### src/hw/rtl/tfpz_pkg.sv
// Shared constants for the two-finger pan and zoom dead-zone core.
`timescale 1ns / 1ps

package tfpz_pkg;

    // Default coordinate width in whole pixels
    localparam int COORD_BITS_DEF = 12;

    // Fraction bits of the fixed-point roots and ratios
    localparam int FRAC_BITS = 16;

    // Left shift of the pan component magnitude before the ratio divide
    localparam int DIV_SHIFT = 31;

    // Ratio quotient width; component/length ratio stays below three
    // times one in 16 fraction bits, so 18 bits hold every quotient
    localparam int RATIO_BITS = 18;

    // Dead-zone register
    localparam int DZ_BITS = 8;
    localparam logic [DZ_BITS-1:0] DEAD_ZONE_RESET = 8'd30;

endpackage

### src/hw/rtl/tfpz_front.sv
// Front stages: midpoint sums, finger deltas, squares and squared lengths.
`timescale 1ns / 1ps

module tfpz_front #(
    parameter int C  = tfpz_pkg::COORD_BITS_DEF,
    parameter int VW = 2 * C + 2
) (
    input  logic                          clk,
    input  logic                          rst_n,
    input  logic                          en,
    input  logic                          in_valid,
    input  logic                          active,
    input  logic [C-1:0]                  start_a_x,
    input  logic [C-1:0]                  start_a_y,
    input  logic [C-1:0]                  start_b_x,
    input  logic [C-1:0]                  start_b_y,
    input  logic [C-1:0]                  now_a_x,
    input  logic [C-1:0]                  now_a_y,
    input  logic [C-1:0]                  now_b_x,
    input  logic [C-1:0]                  now_b_y,
    input  logic [2*tfpz_pkg::DZ_BITS-1:0] dead_zone_sq,
    output logic                          out_valid,
    output logic [VW-1:0]                 l2,
    output logic [VW-1:0]                 d1,
    output logic [VW-1:0]                 d2,
    output logic [C:0]                    mid_x,
    output logic [C:0]                    mid_y,
    output logic signed [C+1:0]           dhx,
    output logic signed [C+1:0]           dhy,
    output logic                          pan_on,
    output logic                          act
);

    // stage 1 combinational sums and differences
    logic [C:0]          mid_x_next, mid_y_next, now_x_sum, now_y_sum;
    logic signed [C+1:0] dhx_next, dhy_next;
    logic signed [C:0]   dx1_next, dy1_next, dx2_next, dy2_next;

    assign mid_x_next = {1'b0, start_a_x} + {1'b0, start_b_x};
    assign mid_y_next = {1'b0, start_a_y} + {1'b0, start_b_y};
    assign now_x_sum  = {1'b0, now_a_x} + {1'b0, now_b_x};
    assign now_y_sum  = {1'b0, now_a_y} + {1'b0, now_b_y};
    assign dhx_next   = $signed({1'b0, now_x_sum}) - $signed({1'b0, mid_x_next});
    assign dhy_next   = $signed({1'b0, now_y_sum}) - $signed({1'b0, mid_y_next});
    assign dx1_next   = $signed({1'b0, start_b_x}) - $signed({1'b0, start_a_x});
    assign dy1_next   = $signed({1'b0, start_b_y}) - $signed({1'b0, start_a_y});
    assign dx2_next   = $signed({1'b0, now_b_x}) - $signed({1'b0, now_a_x});
    assign dy2_next   = $signed({1'b0, now_b_y}) - $signed({1'b0, now_a_y});

    logic                v1_reg, v2_reg, v3_reg;
    logic                act1_reg, act2_reg, act3_reg;
    logic [C:0]          mx1_reg, my1_reg, mx2_reg, my2_reg, mx3_reg, my3_reg;
    logic signed [C+1:0] dhx1_reg, dhy1_reg, dhx2_reg, dhy2_reg, dhx3_reg, dhy3_reg;
    logic signed [C:0]   dx1_reg, dy1_reg, dx2_reg, dy2_reg;

    // stage 2 squares
    logic signed [2*C+3:0] phx, phy;
    logic signed [2*C+1:0] p1x, p1y, p2x, p2y;
    logic [2*C+1:0]        sqhx_reg, sqhy_reg;
    logic [2*C-1:0]        sq1x_reg, sq1y_reg, sq2x_reg, sq2y_reg;

    assign phx = dhx1_reg * dhx1_reg;
    assign phy = dhy1_reg * dhy1_reg;
    assign p1x = dx1_reg * dx1_reg;
    assign p1y = dy1_reg * dy1_reg;
    assign p2x = dx2_reg * dx2_reg;
    assign p2y = dy2_reg * dy2_reg;

    // stage 3 squared lengths and the pan threshold test
    logic [2*C+2:0] sumh;
    logic [2*C:0]   sum1, sum2;
    logic [VW-1:0]  l2_next;
    logic [VW-1:0]  l2_reg, d1_reg, d2_reg;
    logic           pan_on_reg;

    assign sumh    = {1'b0, sqhx_reg} + {1'b0, sqhy_reg};
    assign sum1    = {1'b0, sq1x_reg} + {1'b0, sq1y_reg};
    assign sum2    = {1'b0, sq2x_reg} + {1'b0, sq2y_reg};
    assign l2_next = VW'(sumh[2*C+2:2]);

    // advance valid bits
    always_ff @(posedge clk or negedge rst_n)
    begin
        if (!rst_n)
        begin
            v1_reg <= 1'b0;
            v2_reg <= 1'b0;
            v3_reg <= 1'b0;
        end
        else if (en)
        begin
            v1_reg <= in_valid;
            v2_reg <= v1_reg;
            v3_reg <= v2_reg;
        end
    end

    // advance payload
    always_ff @(posedge clk)
    begin
        if (en)
        begin
            act1_reg   <= active;
            mx1_reg    <= mid_x_next;
            my1_reg    <= mid_y_next;
            dhx1_reg   <= dhx_next;
            dhy1_reg   <= dhy_next;
            dx1_reg    <= dx1_next;
            dy1_reg    <= dy1_next;
            dx2_reg    <= dx2_next;
            dy2_reg    <= dy2_next;

            act2_reg   <= act1_reg;
            mx2_reg    <= mx1_reg;
            my2_reg    <= my1_reg;
            dhx2_reg   <= dhx1_reg;
            dhy2_reg   <= dhy1_reg;
            sqhx_reg   <= phx[2*C+1:0];
            sqhy_reg   <= phy[2*C+1:0];
            sq1x_reg   <= p1x[2*C-1:0];
            sq1y_reg   <= p1y[2*C-1:0];
            sq2x_reg   <= p2x[2*C-1:0];
            sq2y_reg   <= p2y[2*C-1:0];

            act3_reg   <= act2_reg;
            mx3_reg    <= mx2_reg;
            my3_reg    <= my2_reg;
            dhx3_reg   <= dhx2_reg;
            dhy3_reg   <= dhy2_reg;
            l2_reg     <= l2_next;
            d1_reg     <= VW'(sum1);
            d2_reg     <= VW'(sum2);
            pan_on_reg <= (l2_next >= VW'(dead_zone_sq));
        end
    end

    assign out_valid = v3_reg;
    assign l2        = l2_reg;
    assign d1        = d1_reg;
    assign d2        = d2_reg;
    assign mid_x     = mx3_reg;
    assign mid_y     = my3_reg;
    assign dhx       = dhx3_reg;
    assign dhy       = dhy3_reg;
    assign pan_on    = pan_on_reg;
    assign act       = act3_reg;

endmodule

### config.mk
export PLATFORM = sky130hd
export DESIGN_NAME = tfpz_front
export DESIGN_NICKNAME = d
export VERILOG_FILES = /design/src/hw/rtl/tfpz_pkg.sv /design/src/hw/rtl/tfpz_front.sv
export SDC_FILE = /design/constraint.sdc
export NUM_CORES = 2
export LEC_CHECK = 0
export ABC_CLOCK_PERIOD_IN_PS = 6820
export BUFFER_PORTS_ARGS = -buffer_cell sky130_fd_sc_hd__buf_2
export CAP_MARGIN = 20
export CORE_MARGIN = 2
export CORE_UTILIZATION = 35
export CTS_CLUSTER_DIAMETER = 50
export CTS_CLUSTER_SIZE = 16
export DETAILED_ROUTE_END_ITERATION = 12
export HOLD_SLACK_MARGIN = 0.05
export PLACE_DENSITY = 0.55
export SLEW_MARGIN = 10
export SYNTH_ARGS = -nofsm -noshare
export SYNTH_HDL_FRONTEND = slang
export SYNTH_SLANG_ARGS = --single-unit
### constraint.sdc
create_clock -name clk -period 6.82 [get_ports clk]
set_input_delay 0.341 -clock clk [delete_from_list [all_inputs] [get_ports clk]]
set_output_delay 0.341 -clock clk [all_outputs]
set_load 0.005 [all_outputs]
======== Yosys cells after proc, flatten, opt, wreduce, memory -nomap -nowiden ========
Index checks and enable logic that the tools add are counted.
cells by class
  multiplexer cells ....................... 0
  add/subtract/negate cells ............... 13
  shift-type cells ........................ 0
  bitwise logic cells ..................... 0
  reduce and logical (&&, ||, !) cells .... 0
  multipliers ............................. 6
  eq/ne operators ......................... 0
  divide/modulo/power cells ............... 0
  magnitude comparators ................... 1
operators with widths
  operator        number
  $mul 13x13->24  4
  $add 12x12->13  4
  $mul 14x14->26  2
  $sub 12x12->13  4
  $add 24x24->25  2
  $sub 13x13->14  2
  $add 26x26->27  1
  $ge 25x16->1    1
storage, ports and cells
  memories kept ........................... 0
  register bits after elaboration ......... 444
  bits in latches ......................... 0
  memory bits (read-only) ................. 0
  input port bits ......................... 117
  bits in writable memories ............... 0

======== Longest topological paths before layout ========
  depth after elaboration ................. 2
  mapped depth ............................ 25
  depth with buffers taken out ............ 24

======== Worst setup path after synthesis ========
No wires, ideal clock.
  kind .................................... reg2reg
  start ................................... register dhy1_reg[4]
  end ..................................... register sqhy_reg[21] (data pin)
  period minus slack after synthesis ...... 6135 ps
  library setup time ...................... 259 ps
  data required time ...................... 6561 ps
  arrival ................................. 5876 ps
  path slack .............................. 685 ps
  cell stages (with the launch flop) ...... 23
  cells stage by stage .................... edfxtp_1 > clkbuf_1 > nand2_1 > inv_1 > fa_1 > inv_1 > fa_1 > inv_1 > fa_1 > fa_1 > fa_1 > inv_1 > fa_1 > inv_1 > ha_1 > a21o_1 > a21o_1 > a21o_1 > a221o_1 > a21o_1 > a31o_2 > a21oi_1 > xnor2_1
between the ends
  longest elaborated chain between the ends .. 1
RTL lines
  item                      line               source
  start: declaration        tfpz_front.sv:53   logic signed [C+1:0] dhx1_reg, dhy1_reg, dhx2_reg, dhy2_reg, dhx3_reg, dhy3_reg;
  start signal: assignment  tfpz_front.sv:107  dhy1_reg <= dhy_next;
  $mul 14x14->26            tfpz_front.sv:63   assign phy = dhy1_reg * dhy1_reg;
  via phy[21]               tfpz_front.sv:57   logic signed [2*C+3:0] phx, phy;
  end signal: assignment    tfpz_front.sv:119  sqhy_reg <= phy[2*C+1:0];
  end: declaration          tfpz_front.sv:59   logic [2*C+1:0] sqhx_reg, sqhy_reg;
The timed path passes the listed nets, and every way through them passes these cells.
A chain may end at the register's enable or synchronous reset.

======== Worst setup path in the final report ========
  start ................................... register dhx1_reg[13]
  end ..................................... register sqhx_reg[25] (data pin)
between the ends
  longest elaborated chain between the ends .. 1
RTL lines
  item                      line               source
  start: declaration        tfpz_front.sv:53
  start signal: assignment  tfpz_front.sv:106  dhx1_reg <= dhx_next;
  $mul 14x14->26            tfpz_front.sv:62   assign phx = dhx1_reg * dhx1_reg;
  via phx[25]               tfpz_front.sv:57
  end signal: assignment    tfpz_front.sv:118  sqhx_reg <= phx[2*C+1:0];
  end: declaration          tfpz_front.sv:59
The timed path passes the listed nets, and every way through them passes these cells.

==> flow_metrics.py <==
metrics = {
    "cts": {
        "post_cts_resize_count": 0,
        "clk_latency_ps": 680,
        "cts_max_path_buffers": 3,
        "clk_pin_slew_worst_paths_ps": 60,
        "clock_tree_root_driver_cell": "sky130_fd_sc_hd__clkbuf_16",
        "cts.sinks": 432,
        "cts_tree": "yes",
        "cts.htree.levels": 3,
        "cts_buffers": 70,
    },
    "critical_path": {
        "worstRegToRegCells": 19,
        "timing.critical_path.fanout_max": 13,
        "setup.reg_to_reg.worst_slack_ps": 340,
        "category_of_the_worst_setup_path_capture_point": "flop",
        "worst_setup_path_start_kind": "flop",
        "r2r_end": "sqhx_reg[25]",
        "worst_ep_required_time_ps": 7200,
        "timing.setup.critical_path_class": "reg2reg",
        "crit_path_arrival_time_ps": 6860,
        "r2r_start": "dhx1_reg[13]",
    },
    "drt": {
        "detailroute.via_count": 34500,
        "avgViaCountPerCell": 4.61,
        "firstDrtPassIters": 5,
        "remaining_drc_errors": 0,
        "route.antenna.remaining_nets": 0,
        "finalWirelength_um": 121000,
        "drt_wl_cell_um": 16.1,
        "iter_0_drt_violations": 1513,
    },
    "place": {
        "dp.cells": 7362,
        "numPortBuffers": 248,
        "place_congestion": 0.877,
        "post-dp-hpwl_um": 102000,
    },
    "finish": {
        "finish.net_count": 6985,
        "final_layout_size_suffix_gt1_share_pct": 9.26,
        "final_std_cells_w_o_fill": 7496,
        "antenna-diode-count": 0,
        "reg_area_mm2": 0.0130,
        "syn2layout_area_growth_pct": 12.1,
        "number_of_fill_cells": 15200,
        "multiInputGateArea_mm2": 0.0364,
    },
    "grt": {
        "grt_max_degree": 126,
        "grt_util_all_layers_pct": 15.9,
        "grt_first_pass_wirelength_um": 198000,
        "number_of_antenna_violations_at_the_first_check_in_global_routing": 6,
        "first_global_vias": 37800,
        "overflow": 0,
    },
    "floorplanning": {
        "initial_utilization_pct": 35.3,
        "die_w_um": 398,
        "num_rows": 144,
        "die_ar_mm2": 0.159,
        "top_level_ports": 252,
        "die_y_um": 398,
        "design.core.area_mm2": 0.154,
    },
    "min_path": {
        "hold_path_depth": 3,
        "worst_hold_startpoint": "start_b_y[11]",
        "min_to": "my1_reg[12]",
        "min_path_type": "in2reg",
    },
    "synthesis": {
        "synth-seq-cells": 432,
        "synth-edff-count": 429,
        "yosys.cell_types.count": 75,
        "netlist_top_cells_count": "sky130_fd_sc_hd__inv_1 (1222), sky130_fd_sc_hd__fa_1 (889), sky130_fd_sc_hd__ha_1 (581)",
        "async_set_or_reset_flop_fraction_in_the_synthesized_netlist_pct": 0.694,
        "most_common_cell_in_the_netlist": "sky130_fd_sc_hd__inv_1",
        "post_synth_inst_count": 5096,
        "syn-cell-area_mm2": 0.0544,
        "postSynthAreaPerCell_um2": 10.7,
        "synth_largest_type_area_fraction_pct": 32.7,
        "synthTopCellsByArea": "sky130_fd_sc_hd__fa_1 (33%), sky130_fd_sc_hd__edfxtp_1 (24%), sky130_fd_sc_hd__ha_1 (13%), sky130_fd_sc_hd__inv_1 (8.4%), sky130_fd_sc_hd__xnor2_1 (3.9%)",
        "synth.largest_area_cell": "sky130_fd_sc_hd__fa_1",
        "synth_sequential_area_ratio_pct": 23.8,
        "ys_dominant_reg_cell": "sky130_fd_sc_hd__edfxtp_1",
        "synth_warnings": 0,
    },
    "timing": {
        "finalWorstPathRequiredPeriod_ps": 6480,
        "maxSlewHeadroom_pct": 37.9,
        "grt_setup_unrepaired": "false",
        "setup_viol_count_final": 0,
        "slew_violations": 0,
        "maximum_achievable_frequency_mhz": 154,
        "tns_ps": 0,
        "tightest_slew_ps": 923,
        "layout_skew_ps": 43.2,
        "min_period_over_period_pct": 95.0,
        "final-hold-violation-count": 0,
    },
    "job": {
        "max_cap_violations": 0,
    },
    "status": {
        "outcome": "finished, final reports clean",
    },
}
## area by class of cell
class | count | area share [%]
Timing Repair Buffer | 335 | 3.21
Sequential cell | 432 | 21.2
Tap cell | 2044 | 4.19
Clock buffer | 70 | 2.87
Inverter | 1225 | 7.54
Clock inverter | 56 | 1.23
Multi-Input combinational cell | 3334 | 59.7
## metrics by stage
stage | hold slack, ps | setup WS (ps) | area (um^2) | util [%]
3_5_place_dp | 138 | 365 | 58400 | 37.9
4_1_cts | 102 | 392 | 61000 | 39.5
5_1_grt | 169 | 22.0 | 61000 | 39.6
6_report | 173 | 340 | 61000 | 39.6
3_3_place_gp | 138 | 482 | 58400 | 37.9
2_1_floorplan | 45.4 | 685 | 54400 | -
## layer usage
layer,GRT usage (%),part of all wire [%]
met4,4.56,2.5
met2,28.6,52
met3,2.29,3.5
met1,19.8,42
met5,0,0
## layout by cell type, fill, tap and decap left out, types with 7 or more instances in the layout
| cell type | count |
|---|---|
| sky130_fd_sc_hd__nor3_1 | 39 |
| sky130_fd_sc_hd__inv_1 | 1222 |
| sky130_fd_sc_hd__nor2b_1 | 87 |
| sky130_fd_sc_hd__o31ai_1 | 11 |
| sky130_fd_sc_hd__a31o_2 | 11 |
| sky130_fd_sc_hd__a21oi_1 | 113 |
| sky130_fd_sc_hd__o21ai_0 | 75 |
| sky130_fd_sc_hd__o21bai_1 | 18 |
| sky130_fd_sc_hd__nand3_1 | 34 |
| sky130_fd_sc_hd__bufinv_16 | 8 |
| sky130_fd_sc_hd__or2_2 | 15 |
| sky130_fd_sc_hd__fa_1 | 889 |
| sky130_fd_sc_hd__buf_2 | 247 |
| sky130_fd_sc_hd__o211ai_1 | 9 |
| sky130_fd_sc_hd__clkinv_8 | 10 |
| sky130_fd_sc_hd__o41ai_1 | 8 |
| sky130_fd_sc_hd__o31a_1 | 7 |
| sky130_fd_sc_hd__o21a_1 | 35 |
| sky130_fd_sc_hd__ha_1 | 581 |
| sky130_fd_sc_hd__xnor2_1 | 241 |
| sky130_fd_sc_hd__or3_1 | 9 |
| sky130_fd_sc_hd__a211o_1 | 9 |
| sky130_fd_sc_hd__a21o_1 | 59 |
| sky130_fd_sc_hd__xor2_1 | 101 |
| sky130_fd_sc_hd__nand2_1 | 357 |
| sky130_fd_sc_hd__and2_1 | 182 |
| sky130_fd_sc_hd__a41o_1 | 8 |
| sky130_fd_sc_hd__buf_4 | 78 |
| sky130_fd_sc_hd__edfxtp_1 | 429 |
| sky130_fd_sc_hd__a21boi_0 | 17 |
| sky130_fd_sc_hd__a211oi_1 | 17 |
| sky130_fd_sc_hd__a31oi_1 | 19 |
| sky130_fd_sc_hd__clkinv_1 | 9 |
| sky130_fd_sc_hd__clkinvlp_4 | 8 |
| sky130_fd_sc_hd__nor2_1 | 219 |
| sky130_fd_sc_hd__clkbuf_16 | 70 |
| sky130_fd_sc_hd__nand2b_1 | 52 |
| sky130_fd_sc_hd__mux2_2 | 9 |
| sky130_fd_sc_hd__and3_1 | 28 |
## worst max-delay path, stage by stage (launching register included)
cell                       delay, ps
sky130_fd_sc_hd__edfxtp_1        630
sky130_fd_sc_hd__and2_1          310
sky130_fd_sc_hd__ha_1            400
sky130_fd_sc_hd__inv_1           120
sky130_fd_sc_hd__fa_1            730
sky130_fd_sc_hd__inv_1           240
sky130_fd_sc_hd__fa_1            500
sky130_fd_sc_hd__fa_1            550
sky130_fd_sc_hd__inv_1            50
sky130_fd_sc_hd__fa_1            450
sky130_fd_sc_hd__fa_1            510
sky130_fd_sc_hd__inv_1            40
sky130_fd_sc_hd__ha_1            360
sky130_fd_sc_hd__and2_1          200
sky130_fd_sc_hd__a31oi_1         140
sky130_fd_sc_hd__o31ai_1         140
sky130_fd_sc_hd__o41a_1          360
sky130_fd_sc_hd__a21o_1          190
sky130_fd_sc_hd__a21oi_1         180
sky130_fd_sc_hd__xnor2_1          80
## how the worst max path moves through the flow
stage                       startpoint            to  cells after the start
after detailed placement    dx1_reg[3]  sq1x_reg[22]                     20
after floorplan            dhy1_reg[4]  sqhy_reg[21]                     22
after global routing      dhx1_reg[13]  sqhx_reg[25]                     19
final                     dhx1_reg[13]  sqhx_reg[25]                     19
after CTS                   dx1_reg[3]  sq1x_reg[22]                     20
after global placement    dhx1_reg[13]  sqhx_reg[25]                     19
## cells by family (layout without fill, tap and decap cells)
group,after synthesis,count (layout),synth area share (%)
adders and majority gates,1470,1470,46.1
buffers and inverters,1333,1686,9.22
and+or+nand+nor,1033,1033,9.09
AOI/OAI and AO/OA,472,472,6.00
DFF,432,432,23.8
xor gates and xnor gates,343,343,5.55
muxes,12,12,0.241
other,1,4,0.00689
## what timing repair did
action,CTS,global route
endpoints found under the hold margin,7,0
endpoints found under the setup margin,0,2
buffers inserted,0,2
hold buffers,6,0
Power is left out: the tool's default activity adds up to more than one toggle a clock period on the data nets, which glitch-free logic cannot reach.
